### config.mk
export PLATFORM = sky130hd
export DESIGN_NAME = radius_neighbor_nearest_filter
export DESIGN_NICKNAME = d
export VERILOG_FILES = /design/src/hw/rtl/rnnf_pkg.sv /design/src/hw/rtl/rnnf_isqrt.sv /design/src/hw/rtl/radius_neighbor_nearest_filter.sv
export SDC_FILE = /design/constraint.sdc
export NUM_CORES = 1
export LEC_CHECK = 0
export BUFFER_PORTS_ARGS = -buffer_cell sky130_fd_sc_hd__buf_2
export CAP_MARGIN = 25
export CORE_AREA = 2 2 232 257
export CTS_CLUSTER_DIAMETER = 200
export DETAILED_ROUTE_END_ITERATION = 10
export DIE_AREA = 0 0 234 259
export HOLD_SLACK_MARGIN = 0.15
export SLEW_MARGIN = 20
export SYNTH_ARGS = -nofsm -noshare
export SYNTH_HDL_FRONTEND = slang
export SYNTH_SLANG_ARGS = --single-unit
### constraint.sdc
create_clock -name aclk -period 5.9 [get_ports aclk]
set_clock_uncertainty 0.1 [all_clocks]
set_input_delay 0 -clock aclk [delete_from_list [all_inputs] [get_ports aclk]]
set_output_delay 0 -clock aclk [all_outputs]
set_load 0.05 [all_outputs]
### src/hw/rtl/rnnf_pkg.sv
package rnnf_pkg;

    // Default coordinate width; positions are signed Q12.4 at this width.
    localparam int COORD_WIDTH_DEF = 16;

    // Agent ids are always 16 bits wide.
    localparam int ID_WIDTH = 16;

    // Sight radius after reset, unsigned Q.4.
    localparam int RADIUS_RESET = 1600;

    // Configuration register indexes.
    localparam int REG_INDEX_WIDTH = 2;
    localparam logic [REG_INDEX_WIDTH-1:0] REG_OWN_X        = 2'd0;
    localparam logic [REG_INDEX_WIDTH-1:0] REG_OWN_Y        = 2'd1;
    localparam logic [REG_INDEX_WIDTH-1:0] REG_OWN_ID       = 2'd2;
    localparam logic [REG_INDEX_WIDTH-1:0] REG_SIGHT_RADIUS = 2'd3;

    // Result flags carried on the result channel's tuser.
    localparam int FLAG_WIDTH         = 3;
    localparam int FLAG_IN_SIGHT      = 0;
    localparam int FLAG_NEW_NEAREST   = 1;
    localparam int FLAG_NEAREST_VALID = 2;

endpackage

### src/hw/rtl/rnnf_isqrt.sv
module rnnf_isqrt #(
    parameter int ROOT_WIDTH = rnnf_pkg::COORD_WIDTH_DEF + 1
) (
    input  logic                      aclk,
    input  logic                      aresetn,
    input  logic                      start,
    input  logic [2*ROOT_WIDTH-1:0]   radicand,
    output logic                      done,
    output logic [ROOT_WIDTH-1:0]     root
);

    localparam int CNT_W = $clog2(ROOT_WIDTH + 1);
    localparam int REM_W = ROOT_WIDTH + 1;
    localparam int TRY_W = ROOT_WIDTH + 3;

    logic [2*ROOT_WIDTH-1:0] rad_reg, rad_next;
    logic [REM_W-1:0]        rem_reg, rem_next;
    logic [ROOT_WIDTH-1:0]   root_reg, root_next;
    logic [CNT_W-1:0]        cnt_reg, cnt_next;
    logic                    busy_reg, busy_next;
    logic                    done_reg, done_next;

    logic [TRY_W-1:0] rem_shift;
    logic [TRY_W-1:0] trial;
    logic [TRY_W-1:0] diff;

    // One result bit per cycle: bring down the next pair of radicand bits
    // and try to subtract (4 * root + 1) from the partial remainder.
    always_comb begin
        rem_shift = {rem_reg, rad_reg[2*ROOT_WIDTH-1 -: 2]};
        trial     = TRY_W'({root_reg, 2'b01});
        diff      = rem_shift - trial;

        rad_next  = rad_reg;
        rem_next  = rem_reg;
        root_next = root_reg;
        cnt_next  = cnt_reg;
        busy_next = busy_reg;
        done_next = 1'b0;

        if (start) begin
            rad_next  = radicand;
            rem_next  = '0;
            root_next = '0;
            cnt_next  = CNT_W'(ROOT_WIDTH);
            busy_next = 1'b1;
        end else if (busy_reg) begin
            rad_next = {rad_reg[2*ROOT_WIDTH-3:0], 2'b00};
            if (rem_shift >= trial) begin
                rem_next  = diff[REM_W-1:0];
                root_next = {root_reg[ROOT_WIDTH-2:0], 1'b1};
            end else begin
                rem_next  = rem_shift[REM_W-1:0];
                root_next = {root_reg[ROOT_WIDTH-2:0], 1'b0};
            end
            cnt_next = cnt_reg - CNT_W'(1);
            if (cnt_reg == CNT_W'(1)) begin
                busy_next = 1'b0;
                done_next = 1'b1;
            end
        end
    end

    always_ff @(posedge aclk) begin
        if (!aresetn) begin
            busy_reg <= 1'b0;
            done_reg <= 1'b0;
            cnt_reg  <= '0;
        end else begin
            busy_reg <= busy_next;
            done_reg <= done_next;
            cnt_reg  <= cnt_next;
        end
        rad_reg  <= rad_next;
        rem_reg  <= rem_next;
        root_reg <= root_next;
    end

    assign done = done_reg;
    assign root = root_reg;

    a_no_restart: assert property (@(posedge aclk) disable iff (!aresetn)
        start |-> !busy_reg)
        else $error("square root started while busy");

    a_done_idle: assert property (@(posedge aclk) disable iff (!aresetn)
        done_reg |-> !busy_reg)
        else $error("square root done while still busy");

    a_busy_count: assert property (@(posedge aclk) disable iff (!aresetn)
        busy_reg |-> cnt_reg != '0)
        else $error("square root busy with an empty step count");

endmodule

### src/hw/rtl/radius_neighbor_nearest_filter.sv
// Fixed-radius neighbor filter with nearest-agent tracking.
//
// The input channel (s_) carries one other agent per item: id and Q12.4
// position in s_tdata, the end-of-frame mark in s_tlast. The result channel
// (m_) returns one item per input: heading, distance and nearest-so-far in
// m_tdata, the in-sight / new-nearest / nearest-valid flags in m_tuser and a
// copy of the frame mark in m_tlast. Registers are set through the cfg_ port;
// the user writes them only while the block is idle; the block does not enforce it.
//
// An item is worked on alone: the sum of squares is built by shift and add,
// one multiplier bit per cycle, then the square root produces one result
// bit per cycle. The result is then written to the output register, and the
// next item can be taken in the cycle after that write.
// A result that waits in the output register does not stop the next item
// from being accepted; only the following result waits for it.
// Reset clears the nearest tracking and restores the default registers.
module radius_neighbor_nearest_filter #(
    parameter int COORD_WIDTH = rnnf_pkg::COORD_WIDTH_DEF,
    localparam int CFG_W = (rnnf_pkg::ID_WIDTH > COORD_WIDTH + 1) ?
                           rnnf_pkg::ID_WIDTH : COORD_WIDTH + 1,
    localparam int S_DATA_W = ((rnnf_pkg::ID_WIDTH + 2 * COORD_WIDTH + 7) / 8) * 8,
    localparam int M_DATA_W = ((6 * COORD_WIDTH + 4 + 7) / 8) * 8
) (
    input  logic                                 aclk,
    input  logic                                 aresetn,

    input  logic                                 cfg_we,
    input  logic [rnnf_pkg::REG_INDEX_WIDTH-1:0] cfg_index,
    input  logic [CFG_W-1:0]                     cfg_wdata,

    input  logic                                 s_tvalid,
    output logic                                 s_tready,
    // other_id, other_x, other_y
    input  logic [S_DATA_W-1:0]                  s_tdata,
    input  logic                                 s_tlast,

    output logic                                 m_tvalid,
    input  logic                                 m_tready,
    // heading_x, heading_y, distance, nearest_x, nearest_y, nearest_distance
    output logic [M_DATA_W-1:0]                  m_tdata,
    // in_sight, new_nearest, nearest_valid
    output logic [rnnf_pkg::FLAG_WIDTH-1:0]      m_tuser,
    output logic                                 m_tlast
);

    import rnnf_pkg::*;

    localparam int CW      = COORD_WIDTH;
    localparam int WW      = COORD_WIDTH + 1;
    localparam int SQ_W    = 2 * COORD_WIDTH + 1;
    localparam int CNT_W   = $clog2(COORD_WIDTH);

    localparam logic [1:0] ST_IDLE   = 2'd0;
    localparam logic [1:0] ST_SQUARE = 2'd1;
    localparam logic [1:0] ST_ROOT   = 2'd2;
    localparam logic [1:0] ST_COMMIT = 2'd3;

    logic [1:0] state_reg, state_next;

    // Configuration registers.
    logic [CW-1:0]       own_x_reg;
    logic [CW-1:0]       own_y_reg;
    logic [ID_WIDTH-1:0] own_id_reg;
    logic [WW-1:0]       radius_reg;

    // Current item.
    logic [ID_WIDTH-1:0] item_id_reg;
    logic [CW-1:0]       item_x_reg;
    logic [CW-1:0]       item_y_reg;
    logic                item_last_reg;
    logic [WW-1:0]       head_x_reg;
    logic [WW-1:0]       head_y_reg;

    // Shift-and-add squaring.
    logic [2*CW-1:0] mcand_x_reg, mcand_y_reg;
    logic [CW-1:0]   mplr_x_reg, mplr_y_reg;
    logic [SQ_W-1:0] acc_reg, acc_next;
    logic [CNT_W-1:0] sq_cnt_reg;
    logic [SQ_W-1:0] add_x, add_y;
    logic            sq_last;

    // Nearest tracking.
    logic          best_valid_reg;
    logic [WW-1:0] best_dist_reg;
    logic [CW-1:0] best_x_reg;
    logic [CW-1:0] best_y_reg;

    // Output register.
    logic          m_tvalid_reg;
    logic          o_in_sight_reg;
    logic          o_new_nearest_reg;
    logic          o_nearest_valid_reg;
    logic [WW-1:0] o_head_x_reg;
    logic [WW-1:0] o_head_y_reg;
    logic [WW-1:0] o_dist_reg;
    logic [CW-1:0] o_near_x_reg;
    logic [CW-1:0] o_near_y_reg;
    logic [WW-1:0] o_near_dist_reg;
    logic          o_last_reg;

    logic [ID_WIDTH-1:0] in_id;
    logic [CW-1:0]       in_x, in_y;
    logic signed [WW-1:0] hx_in, hy_in;
    logic [WW-1:0]       mag_x_full, mag_y_full;
    logic                accept;
    logic                root_start, root_done;
    logic [WW-1:0]       root;
    logic                out_free, commit;
    logic                sight, newer;

    assign in_id = s_tdata[ID_WIDTH-1:0];
    assign in_x  = s_tdata[ID_WIDTH +: CW];
    assign in_y  = s_tdata[ID_WIDTH + CW +: CW];

    assign hx_in = $signed({in_x[CW-1], in_x}) - $signed({own_x_reg[CW-1], own_x_reg});
    assign hy_in = $signed({in_y[CW-1], in_y}) - $signed({own_y_reg[CW-1], own_y_reg});
    // The difference never reaches -2^CW, so the magnitude fits in CW bits.
    assign mag_x_full = hx_in[WW-1] ? WW'(-hx_in) : WW'(hx_in);
    assign mag_y_full = hy_in[WW-1] ? WW'(-hy_in) : WW'(hy_in);

    assign s_tready = (state_reg == ST_IDLE);
    assign accept   = s_tvalid && s_tready;

    assign add_x    = mplr_x_reg[0] ? SQ_W'(mcand_x_reg) : '0;
    assign add_y    = mplr_y_reg[0] ? SQ_W'(mcand_y_reg) : '0;
    assign acc_next = acc_reg + add_x + add_y;
    assign sq_last  = (sq_cnt_reg == CNT_W'(CW - 1));

    assign root_start = (state_reg == ST_SQUARE) && sq_last;

    rnnf_isqrt #(
        .ROOT_WIDTH (WW)
    ) u_isqrt (
        .aclk     (aclk),
        .aresetn  (aresetn),
        .start    (root_start),
        .radicand ((2 * WW)'(acc_next)),
        .done     (root_done),
        .root     (root)
    );

    assign out_free = !m_tvalid_reg || m_tready;
    assign commit   = (state_reg == ST_COMMIT) && out_free;

    assign sight = (item_id_reg != own_id_reg) && (root < radius_reg);
    assign newer = sight && (!best_valid_reg || (root < best_dist_reg));

    always_comb begin
        state_next = state_reg;
        unique case (state_reg)
            ST_IDLE: begin
                if (accept) begin
                    state_next = ST_SQUARE;
                end
            end
            ST_SQUARE: begin
                if (sq_last) begin
                    state_next = ST_ROOT;
                end
            end
            ST_ROOT: begin
                if (root_done) begin
                    state_next = ST_COMMIT;
                end
            end
            ST_COMMIT: begin
                if (out_free) begin
                    state_next = ST_IDLE;
                end
            end
        endcase
    end

    always_ff @(posedge aclk) begin
        if (!aresetn) begin
            state_reg      <= ST_IDLE;
            own_x_reg      <= '0;
            own_y_reg      <= '0;
            own_id_reg     <= '0;
            radius_reg     <= WW'(RADIUS_RESET);
            best_valid_reg <= 1'b0;
            best_dist_reg  <= '0;
            best_x_reg     <= '0;
            best_y_reg     <= '0;
            m_tvalid_reg   <= 1'b0;
            sq_cnt_reg     <= '0;
        end else begin
            state_reg <= state_next;

            if (cfg_we) begin
                unique case (cfg_index)
                    REG_OWN_X:        own_x_reg  <= cfg_wdata[CW-1:0];
                    REG_OWN_Y:        own_y_reg  <= cfg_wdata[CW-1:0];
                    REG_OWN_ID:       own_id_reg <= cfg_wdata[ID_WIDTH-1:0];
                    REG_SIGHT_RADIUS: radius_reg <= cfg_wdata[WW-1:0];
                endcase
            end

            if (accept) begin
                sq_cnt_reg <= '0;
            end else if (state_reg == ST_SQUARE) begin
                sq_cnt_reg <= sq_cnt_reg + CNT_W'(1);
            end

            // The frame's last item shows its own tracking, then clears it.
            if (commit) begin
                if (item_last_reg) begin
                    best_valid_reg <= 1'b0;
                    best_dist_reg  <= '0;
                    best_x_reg     <= '0;
                    best_y_reg     <= '0;
                end else if (newer) begin
                    best_valid_reg <= 1'b1;
                    best_dist_reg  <= root;
                    best_x_reg     <= item_x_reg;
                    best_y_reg     <= item_y_reg;
                end
            end

            if (commit) begin
                m_tvalid_reg <= 1'b1;
            end else if (m_tready) begin
                m_tvalid_reg <= 1'b0;
            end
        end
    end

    always_ff @(posedge aclk) begin
        if (accept) begin
            item_id_reg   <= in_id;
            item_x_reg    <= in_x;
            item_y_reg    <= in_y;
            item_last_reg <= s_tlast;
            head_x_reg    <= WW'(hx_in);
            head_y_reg    <= WW'(hy_in);
            mcand_x_reg   <= (2 * CW)'(mag_x_full[CW-1:0]);
            mcand_y_reg   <= (2 * CW)'(mag_y_full[CW-1:0]);
            mplr_x_reg    <= mag_x_full[CW-1:0];
            mplr_y_reg    <= mag_y_full[CW-1:0];
            acc_reg       <= '0;
        end else if (state_reg == ST_SQUARE) begin
            mcand_x_reg <= {mcand_x_reg[2*CW-2:0], 1'b0};
            mcand_y_reg <= {mcand_y_reg[2*CW-2:0], 1'b0};
            mplr_x_reg  <= {1'b0, mplr_x_reg[CW-1:1]};
            mplr_y_reg  <= {1'b0, mplr_y_reg[CW-1:1]};
            acc_reg     <= acc_next;
        end

        if (commit) begin
            o_in_sight_reg      <= sight;
            o_new_nearest_reg   <= newer;
            o_nearest_valid_reg <= newer || best_valid_reg;
            o_head_x_reg        <= head_x_reg;
            o_head_y_reg        <= head_y_reg;
            o_dist_reg          <= root;
            // The held entry is all zeros whenever nothing is held.
            o_near_x_reg        <= newer ? item_x_reg : best_x_reg;
            o_near_y_reg        <= newer ? item_y_reg : best_y_reg;
            o_near_dist_reg     <= newer ? root : best_dist_reg;
            o_last_reg          <= item_last_reg;
        end
    end

    assign m_tvalid = m_tvalid_reg;
    assign m_tdata  = M_DATA_W'({o_near_dist_reg, o_near_y_reg, o_near_x_reg,
                                 o_dist_reg, o_head_y_reg, o_head_x_reg});
    assign m_tlast  = o_last_reg;

    always_comb begin
        m_tuser                     = '0;
        m_tuser[FLAG_IN_SIGHT]      = o_in_sight_reg;
        m_tuser[FLAG_NEW_NEAREST]   = o_new_nearest_reg;
        m_tuser[FLAG_NEAREST_VALID] = o_nearest_valid_reg;
    end

    a_new_in_sight: assert property (@(posedge aclk) disable iff (!aresetn)
        (m_tvalid_reg && o_new_nearest_reg) |-> o_in_sight_reg)
        else $error("new nearest reported for an item out of sight");

    a_new_distance: assert property (@(posedge aclk) disable iff (!aresetn)
        (m_tvalid_reg && o_new_nearest_reg) |-> (o_near_dist_reg == o_dist_reg))
        else $error("new nearest distance differs from the item distance");

    a_sight_valid: assert property (@(posedge aclk) disable iff (!aresetn)
        (m_tvalid_reg && o_in_sight_reg) |-> o_nearest_valid_reg)
        else $error("item in sight but no nearest reported");

    a_frame_clear: assert property (@(posedge aclk) disable iff (!aresetn)
        (commit && item_last_reg) |=> !best_valid_reg)
        else $error("nearest tracking not cleared after the last item");

    a_root_in_time: assert property (@(posedge aclk) disable iff (!aresetn)
        root_done |-> (state_reg == ST_ROOT))
        else $error("square root finished outside the root phase");

endmodule

**After elaboration in Yosys (flattened, before gate mapping)**

Cells that the tools add are included.

- Add/sub/neg operators: 9
- Order comparisons: 3
- Equal/unequal tests: 13
- Muxes and demuxes: 37
- Bitwise operators: 2
- Reductions and logical operators: 25

Operators by type and width:

| cell | number |
|---|---|
| 16-bit two-way mux | 14 |
| 33-bit by 32-bit adder with 33-bit output | 2 |
| 33-bit two-way mux | 2 |
| 32-bit two-way mux | 2 |
| 17-bit < comparator | 2 |
| 17-bit two-way mux | 2 |
| 16-bit by 16-bit subtractor with 17-bit output | 2 |
| 16-bit negation | 2 |
| 20-bit by 19-bit >= comparator with 1-bit output | 1 |
| 18-bit two-way mux | 1 |
| 18-bit subtractor | 1 |
| 16-bit inequality test | 1 |
| 5-bit two-way mux | 2 |
| 2-bit AND reduction | 5 |
| 1-bit two-way mux | 9 |
| 2-bit equality test (second input constant) | 4 |
| 2-bit two-way mux | 4 |
| 2-bit case mux with 4 select lines | 1 |
| 2-bit nonzero test | 4 |
| 5-bit by 1-bit equality test with 1-bit output (second input constant) | 1 |
| 1-bit logical AND | 5 |
| 5-bit by 1-bit subtractor with 5-bit output (second input constant) | 1 |
| 4-bit by 1-bit adder with 4-bit output (second input constant) | 1 |
| 2-bit by 1-bit equality test with 1-bit output (second input constant) | 2 |
| 10 further kinds | 18 |

- Register bits after elaboration: 514
- Input bits: 73
- Output and inout bits: 110

**Logic depth before layout (Yosys ltp)**

- Depth after elaboration: 5
- Mapped depth: 15

**Cells and area by module**

From an unflattened synthesis, not the netlist that was laid out.

- Cells, all modules: 2448
- Area, all modules: 25899.8 sq um

Modules (own cells, without submodules):

| module | times used | cells each | area each (sq um) |
|---|---|---|---|
| radius_neighbor_nearest_filter | 1 | 2041 | 21680.8 |
| rnnf_isqrt | 1 | 407 | 4219.0 |

**Worst setup path after synthesis**

OpenSTA, ideal clock, no wires.

- Kind: register to register
- Start: register state_reg[0]
- End: register head_x_reg[0], enable pin
- Setup time: 0.480 ns
- Data arrival time: 4.088 ns
- Required time: 5.320 ns
- Path slack: 1.232 ns
- Stages on the path, launching flop included: 7
- Path buffers: 2
- Cell sequence: dfxtp_1 > inv_1 > ha_1 > nand2_1 > clkinv_1 > clkbuf_1 > clkbuf_1

- Cells in the longest elaborated chain, start to end: 2

RTL lines:

| what | line | source |
|---|---|---|
| start, declared | radius_neighbor_nearest_filter.sv:58 | `logic [1:0] state_reg, state_next;` |
| start signal, assigned | radius_neighbor_nearest_filter.sv:188 | `state_reg <= state_next;` |
| 2-bit zero test | radius_neighbor_nearest_filter.sv:121 | `assign s_tready = (state_reg == ST_IDLE);` |
| via s_tready | radius_neighbor_nearest_filter.sv:32 | `output logic s_tready,` |
| 1-bit logical AND | radius_neighbor_nearest_filter.sv:122 | `assign accept = s_tvalid && s_tready;` |
| via accept | radius_neighbor_nearest_filter.sv:105 | `logic accept;` |
| end signal, assigned | radius_neighbor_nearest_filter.sv:234 | `head_x_reg <= WW'(hx_in);` |
| end, declared | radius_neighbor_nearest_filter.sv:71 | `logic [WW-1:0] head_x_reg;` |

The timed path passes the listed nets, and every way through them passes these cells.
A chain may end at the register's enable or synchronous reset.

**Final worst setup path**

- Start: register mplr_x_reg[0]
- End: register u_isqrt.rad_reg[32], data pin

- Cells in the longest elaborated chain, start to end: 4

RTL lines:

| what | line | source |
|---|---|---|
| start, declared | radius_neighbor_nearest_filter.sv:76 | `logic [CW-1:0] mplr_x_reg, mplr_y_reg;` |
| start signal, assigned | radius_neighbor_nearest_filter.sv:238 | `mplr_x_reg <= mag_x_full[CW-1:0];` |
| start signal, assigned | radius_neighbor_nearest_filter.sv:244 | `mplr_x_reg <= {1'b0, mplr_x_reg[CW-1:1]};` |
| 32-bit two-way mux | radius_neighbor_nearest_filter.sv:124 | `assign add_x = mplr_x_reg[0] ? SQ_W'(mcand_x_reg) : '0;` |
| 33-bit by 32-bit adder with 33-bit output (2 in series) | radius_neighbor_nearest_filter.sv:126 | `assign acc_next = acc_reg + add_x + add_y;` |
| 33-bit two-way mux | rnnf_isqrt.sv:41 | `if (start) begin` |
| via u_isqrt.rad_next[32] | rnnf_isqrt.sv:16 | `logic [2*ROOT_WIDTH-1:0] rad_reg, rad_next;` |
| end signal, assigned | rnnf_isqrt.sv:74 | `rad_reg <= rad_next;` |
| end, declared | rnnf_isqrt.sv:16 |  |

The timed path passes the listed nets, and every way through them passes these cells.

==> results.md <==
- Tightest Pin Transition: 1.033 ns
- Status: finished clean
- Crit path required time: 6.15 ns
- Critical path's slowest cell: edfxtp_1
- Setup TNS: 0 ns
- Area Growth Syn to Fin: 19.26%
- Worst path cell trace: buf_4 > nand2_1 > fa_1 > inv_1 > ha_1 > a211oi_1 > o21ai_0 > a211oi_1 > a211oi_1 > o2111ai_1 > a21boi_0 > nor2_1 > xnor3_1 > mux2_2
- Hold path start: cfg_wdata[8]
- Row count: 93
- CTS max path bufs: 3
- Clk sinks: 514
- Slew Viols, Final: 0
- Clock transition at path regs: 0.07 ns
- DRT Wirelength: 69.93 mm
- Peak VDD IR: 0.2757 mV
- Worst min path class: primary input to flop
- Layout cell share with drive strength beyond 1: 0.1157
- Vias: 19,458
- CTS root buf: clkbuf_16
- Total power: 12.06 mW
- Share of flip-flops with an asynchronous set or reset: 0
- FF+latch count, synth: 514
- Pwr Density: 389.7 mW/mm2
- Most frequent CP cell: a211oi_1
- Largest family of logic cells by synthesized area: compound AO/OA/AOI/OAI gates
- Total of max-cap violations: 0
- Die Width: 234 um
- # DRC: 0
- Unrepaired setup endpoints after global routing: false
- Register area share after synthesis: 0.5063
- Crit Reg-Reg Endpoint: u_isqrt.rad_reg[32]$_DFFE_PP_
- Final ANT Viol Nets: 0
- HPWL Detailed: 46.76 mm
- CORE AREA: 0.05806 mm2
- Multi-input logic area: 0.01180 mm2
- First-pass detailed-route iteration total: 6
- Dpl ws: 1.523 ns
- Simple-gate share of the synthesized area: 0.1479
- Fmax: 219.1 MHz
- Crit start category: flop
- Crit path DAT: 4.81 ns
- Die area: 0.06061 mm2
- Final nets: 3,037
- Post-cts sizing count: 0
- Global-route wire length before repair: 108.9 mm
- DR iter-0 viols: 1,435
- Antenna violations before repair: 1
- Total Routing Usage GR: 0.2292
- Hold_buf cts: 163
- Yosys warning total: 0
- Nature of the critical path endpoint: flop
- Complex-gate fraction of the synthesized area: 0.1488
- Hold path depth: 4
- Cells after Synth: 2,511
- Beginning of the critical path: mplr_x_reg[0]$_DFFE_PP_
- Largest net degree at the start of global routing: 115
- Reg-to-reg startpoint: mplr_x_reg[0]$_DFFE_PP_
- Final Worst Setup Slack: 1.335 ns
- Cell family with the largest share of critical-path delay: compound AO/OA/AOI/OAI gates
- Routed len/inst: 19.36 um
- Post-synth top flop: edfxtp_1
- Clock Latency Late Sink: 0.63 ns
- Flop2flop setup slack: 1.33 ns
- Worst Path Buf+Inv: 2
- Crit path largest cell delay: 0.65 ns
- Worst setup path class: flop to flop
- Leak pwr: 11.98 nW
- Worst-path fanout max: 18
- Final min period: 4.565 ns
- CP Depth: 14
- Period utilization: 0.7738
- Synth cell types: 88
- R2R cell count: 14
- Mux contribution to synthesized area: 0.03290
- Htree depth: 2
- Mapped cell area: 0.02594 mm2
- Reg area: 0.01313 mm2
- Final setup viols: 0
- Total congestion overflow: 0
- Synth Area in XOR/XNOR: 0.03767
- CTS tree: done
- Cell Count, Final, Fillers Out: 3,613
- GPL Wtd Cong: 0.8742
- Final Hold Fails: 0
- Worst slew margin: 0.3101
- Number of global-route vias before repair: 19,651
- Adder-cell share of the synthesized area: 0.08635
- I/O pin count: 183
- Die H: 259 um
- Vias per cell: 5.386
- Post-CTS setup buffers: 0
- Dpl cells: 3,346
- Avg Inst Size Synth: 10.33 um2
- Max FFs per register: 34
- Hold Path Sink: own_x_reg[8]$_SDFFE_PN0P_
- TritonCTS Buffers: 54
- Fillers: 5,030
- Number of flops mapped to enable cells by yosys: 284
- Port bufs: 178
- Initial Util: 0.4467
## layer usage
layer	track usage	routed length [um]
met5	0	0
met4	0.09195	2763
met3	0.03120	3155
met2	0.3877	33550
met1	0.2955	30460
## cell families after synthesis
logic type | Yosys count
DFF | 514
buffers and inverters | 258
and+or+nand+nor | 821
adders and majority gates | 158
xor gates and xnor gates | 110
muxes | 84
AOI/OAI and AO/OA | 565
other | 1
## final cells by class
| cell class | instances | area share |
|---|---|---|
| sequential | 514 | 0.4246 |
| multi-input combinational | 1742 | 0.3816 |
| timing repair buffer | 362 | 0.08826 |
| clock buffer | 70 | 0.04660 |
| tap | 760 | 0.03074 |
| inverter | 132 | 0.01626 |
| clock inverter | 32 | 0.01189 |
| antenna | 1 | 0.00008090 |
## worst max path at each step
| stage | endpoint |
|---|---|
| global placement | u_isqrt.rad_reg[28]$_DFFE_PP_ |
| CTS | u_isqrt.rad_reg[32]$_DFFE_PP_ |
| detailed placement | u_isqrt.rad_reg[30]$_DFFE_PP_ |
| finish | u_isqrt.rad_reg[32]$_DFFE_PP_ |
| global route | u_isqrt.rad_reg[32]$_DFFE_PP_ |
| floorplan | head_x_reg[0]$_DFFE_PP_ |
## report_power, final
group	switching, mW	internal, mW
clock	1.50	2.00
sequential	0.314	4.56
combinational	2.36	1.31
total	4.18	7.87
## cells in the mapped netlist, types with 54 or more instances
master / n / area share
mux2i_1: 74 / 0.029
ha_1: 123 / 0.059
inv_1: 131 / 0.019
a21boi_0: 69 / 0.020
clkbuf_1: 93 / 0.013
a21oi_1: 89 / 0.017
edfxtp_1: 284 / 0.33
a22oi_1: 54 / 0.016
and2_1: 81 / 0.020
nor2_1: 167 / 0.024
xnor2_1: 58 / 0.020
nor2b_1: 63 / 0.015
dfxtp_1: 230 / 0.18
nand2_1: 365 / 0.053
o21ai_0: 125 / 0.024
## worst register-to-register path, delay by kind of cell, from the launching register on
kind                       cells  cell delay (ns)
AOI/OAI and AO/OA              6             1.65
xor gates and xnor gates       1             0.18
muxes                          1             0.26
DFF                            1             0.65
and+or+nand+nor                2             0.21
buffers and inverters          2             0.35
adders and majority gates      2             0.90
## metrics by stage
| step | hold WS, ns | area, um2 | utilization |
|---|---|---|---|
| 2_1_floorplan | -0.001131 | 25950 | - |
| 3_3_place_gp | 0.07874 | 27420 | 0.4722 |
| 3_5_place_dp | 0.08052 | 27480 | 0.4732 |
| 4_1_cts | 0.1520 | 30920 | 0.5325 |
| 5_1_grt | 0.1846 | 30930 | 0.5327 |
| 6_report | 0.1846 | 30930 | 0.5327 |
## cells in the final DEF, fill, tap and decap left out, types with 51 or more instances in the layout
| cell type | Yosys | final |
|---|---|---|
| xnor2_1 | 58 | 58 |
| nand2_1 | 365 | 363 |
| xor2_1 | 51 | 51 |
| dlygate4sd3_1 | 0 | 163 |
| a21oi_1 | 89 | 89 |
| o21ai_0 | 125 | 125 |
| dfxtp_1 | 230 | 229 |
| buf_2 | 12 | 178 |
| clkbuf_16 | 0 | 54 |
| ha_1 | 123 | 122 |
| a22oi_1 | 54 | 54 |
| nor2b_1 | 63 | 63 |
| o21a_1 | 51 | 51 |
| nor2_1 | 167 | 166 |
| inv_1 | 131 | 129 |
| a21boi_0 | 69 | 69 |
| edfxtp_1 | 284 | 284 |
| mux2i_1 | 74 | 74 |
| and2_1 | 81 | 81 |
(Power assumes the default switching activity.)
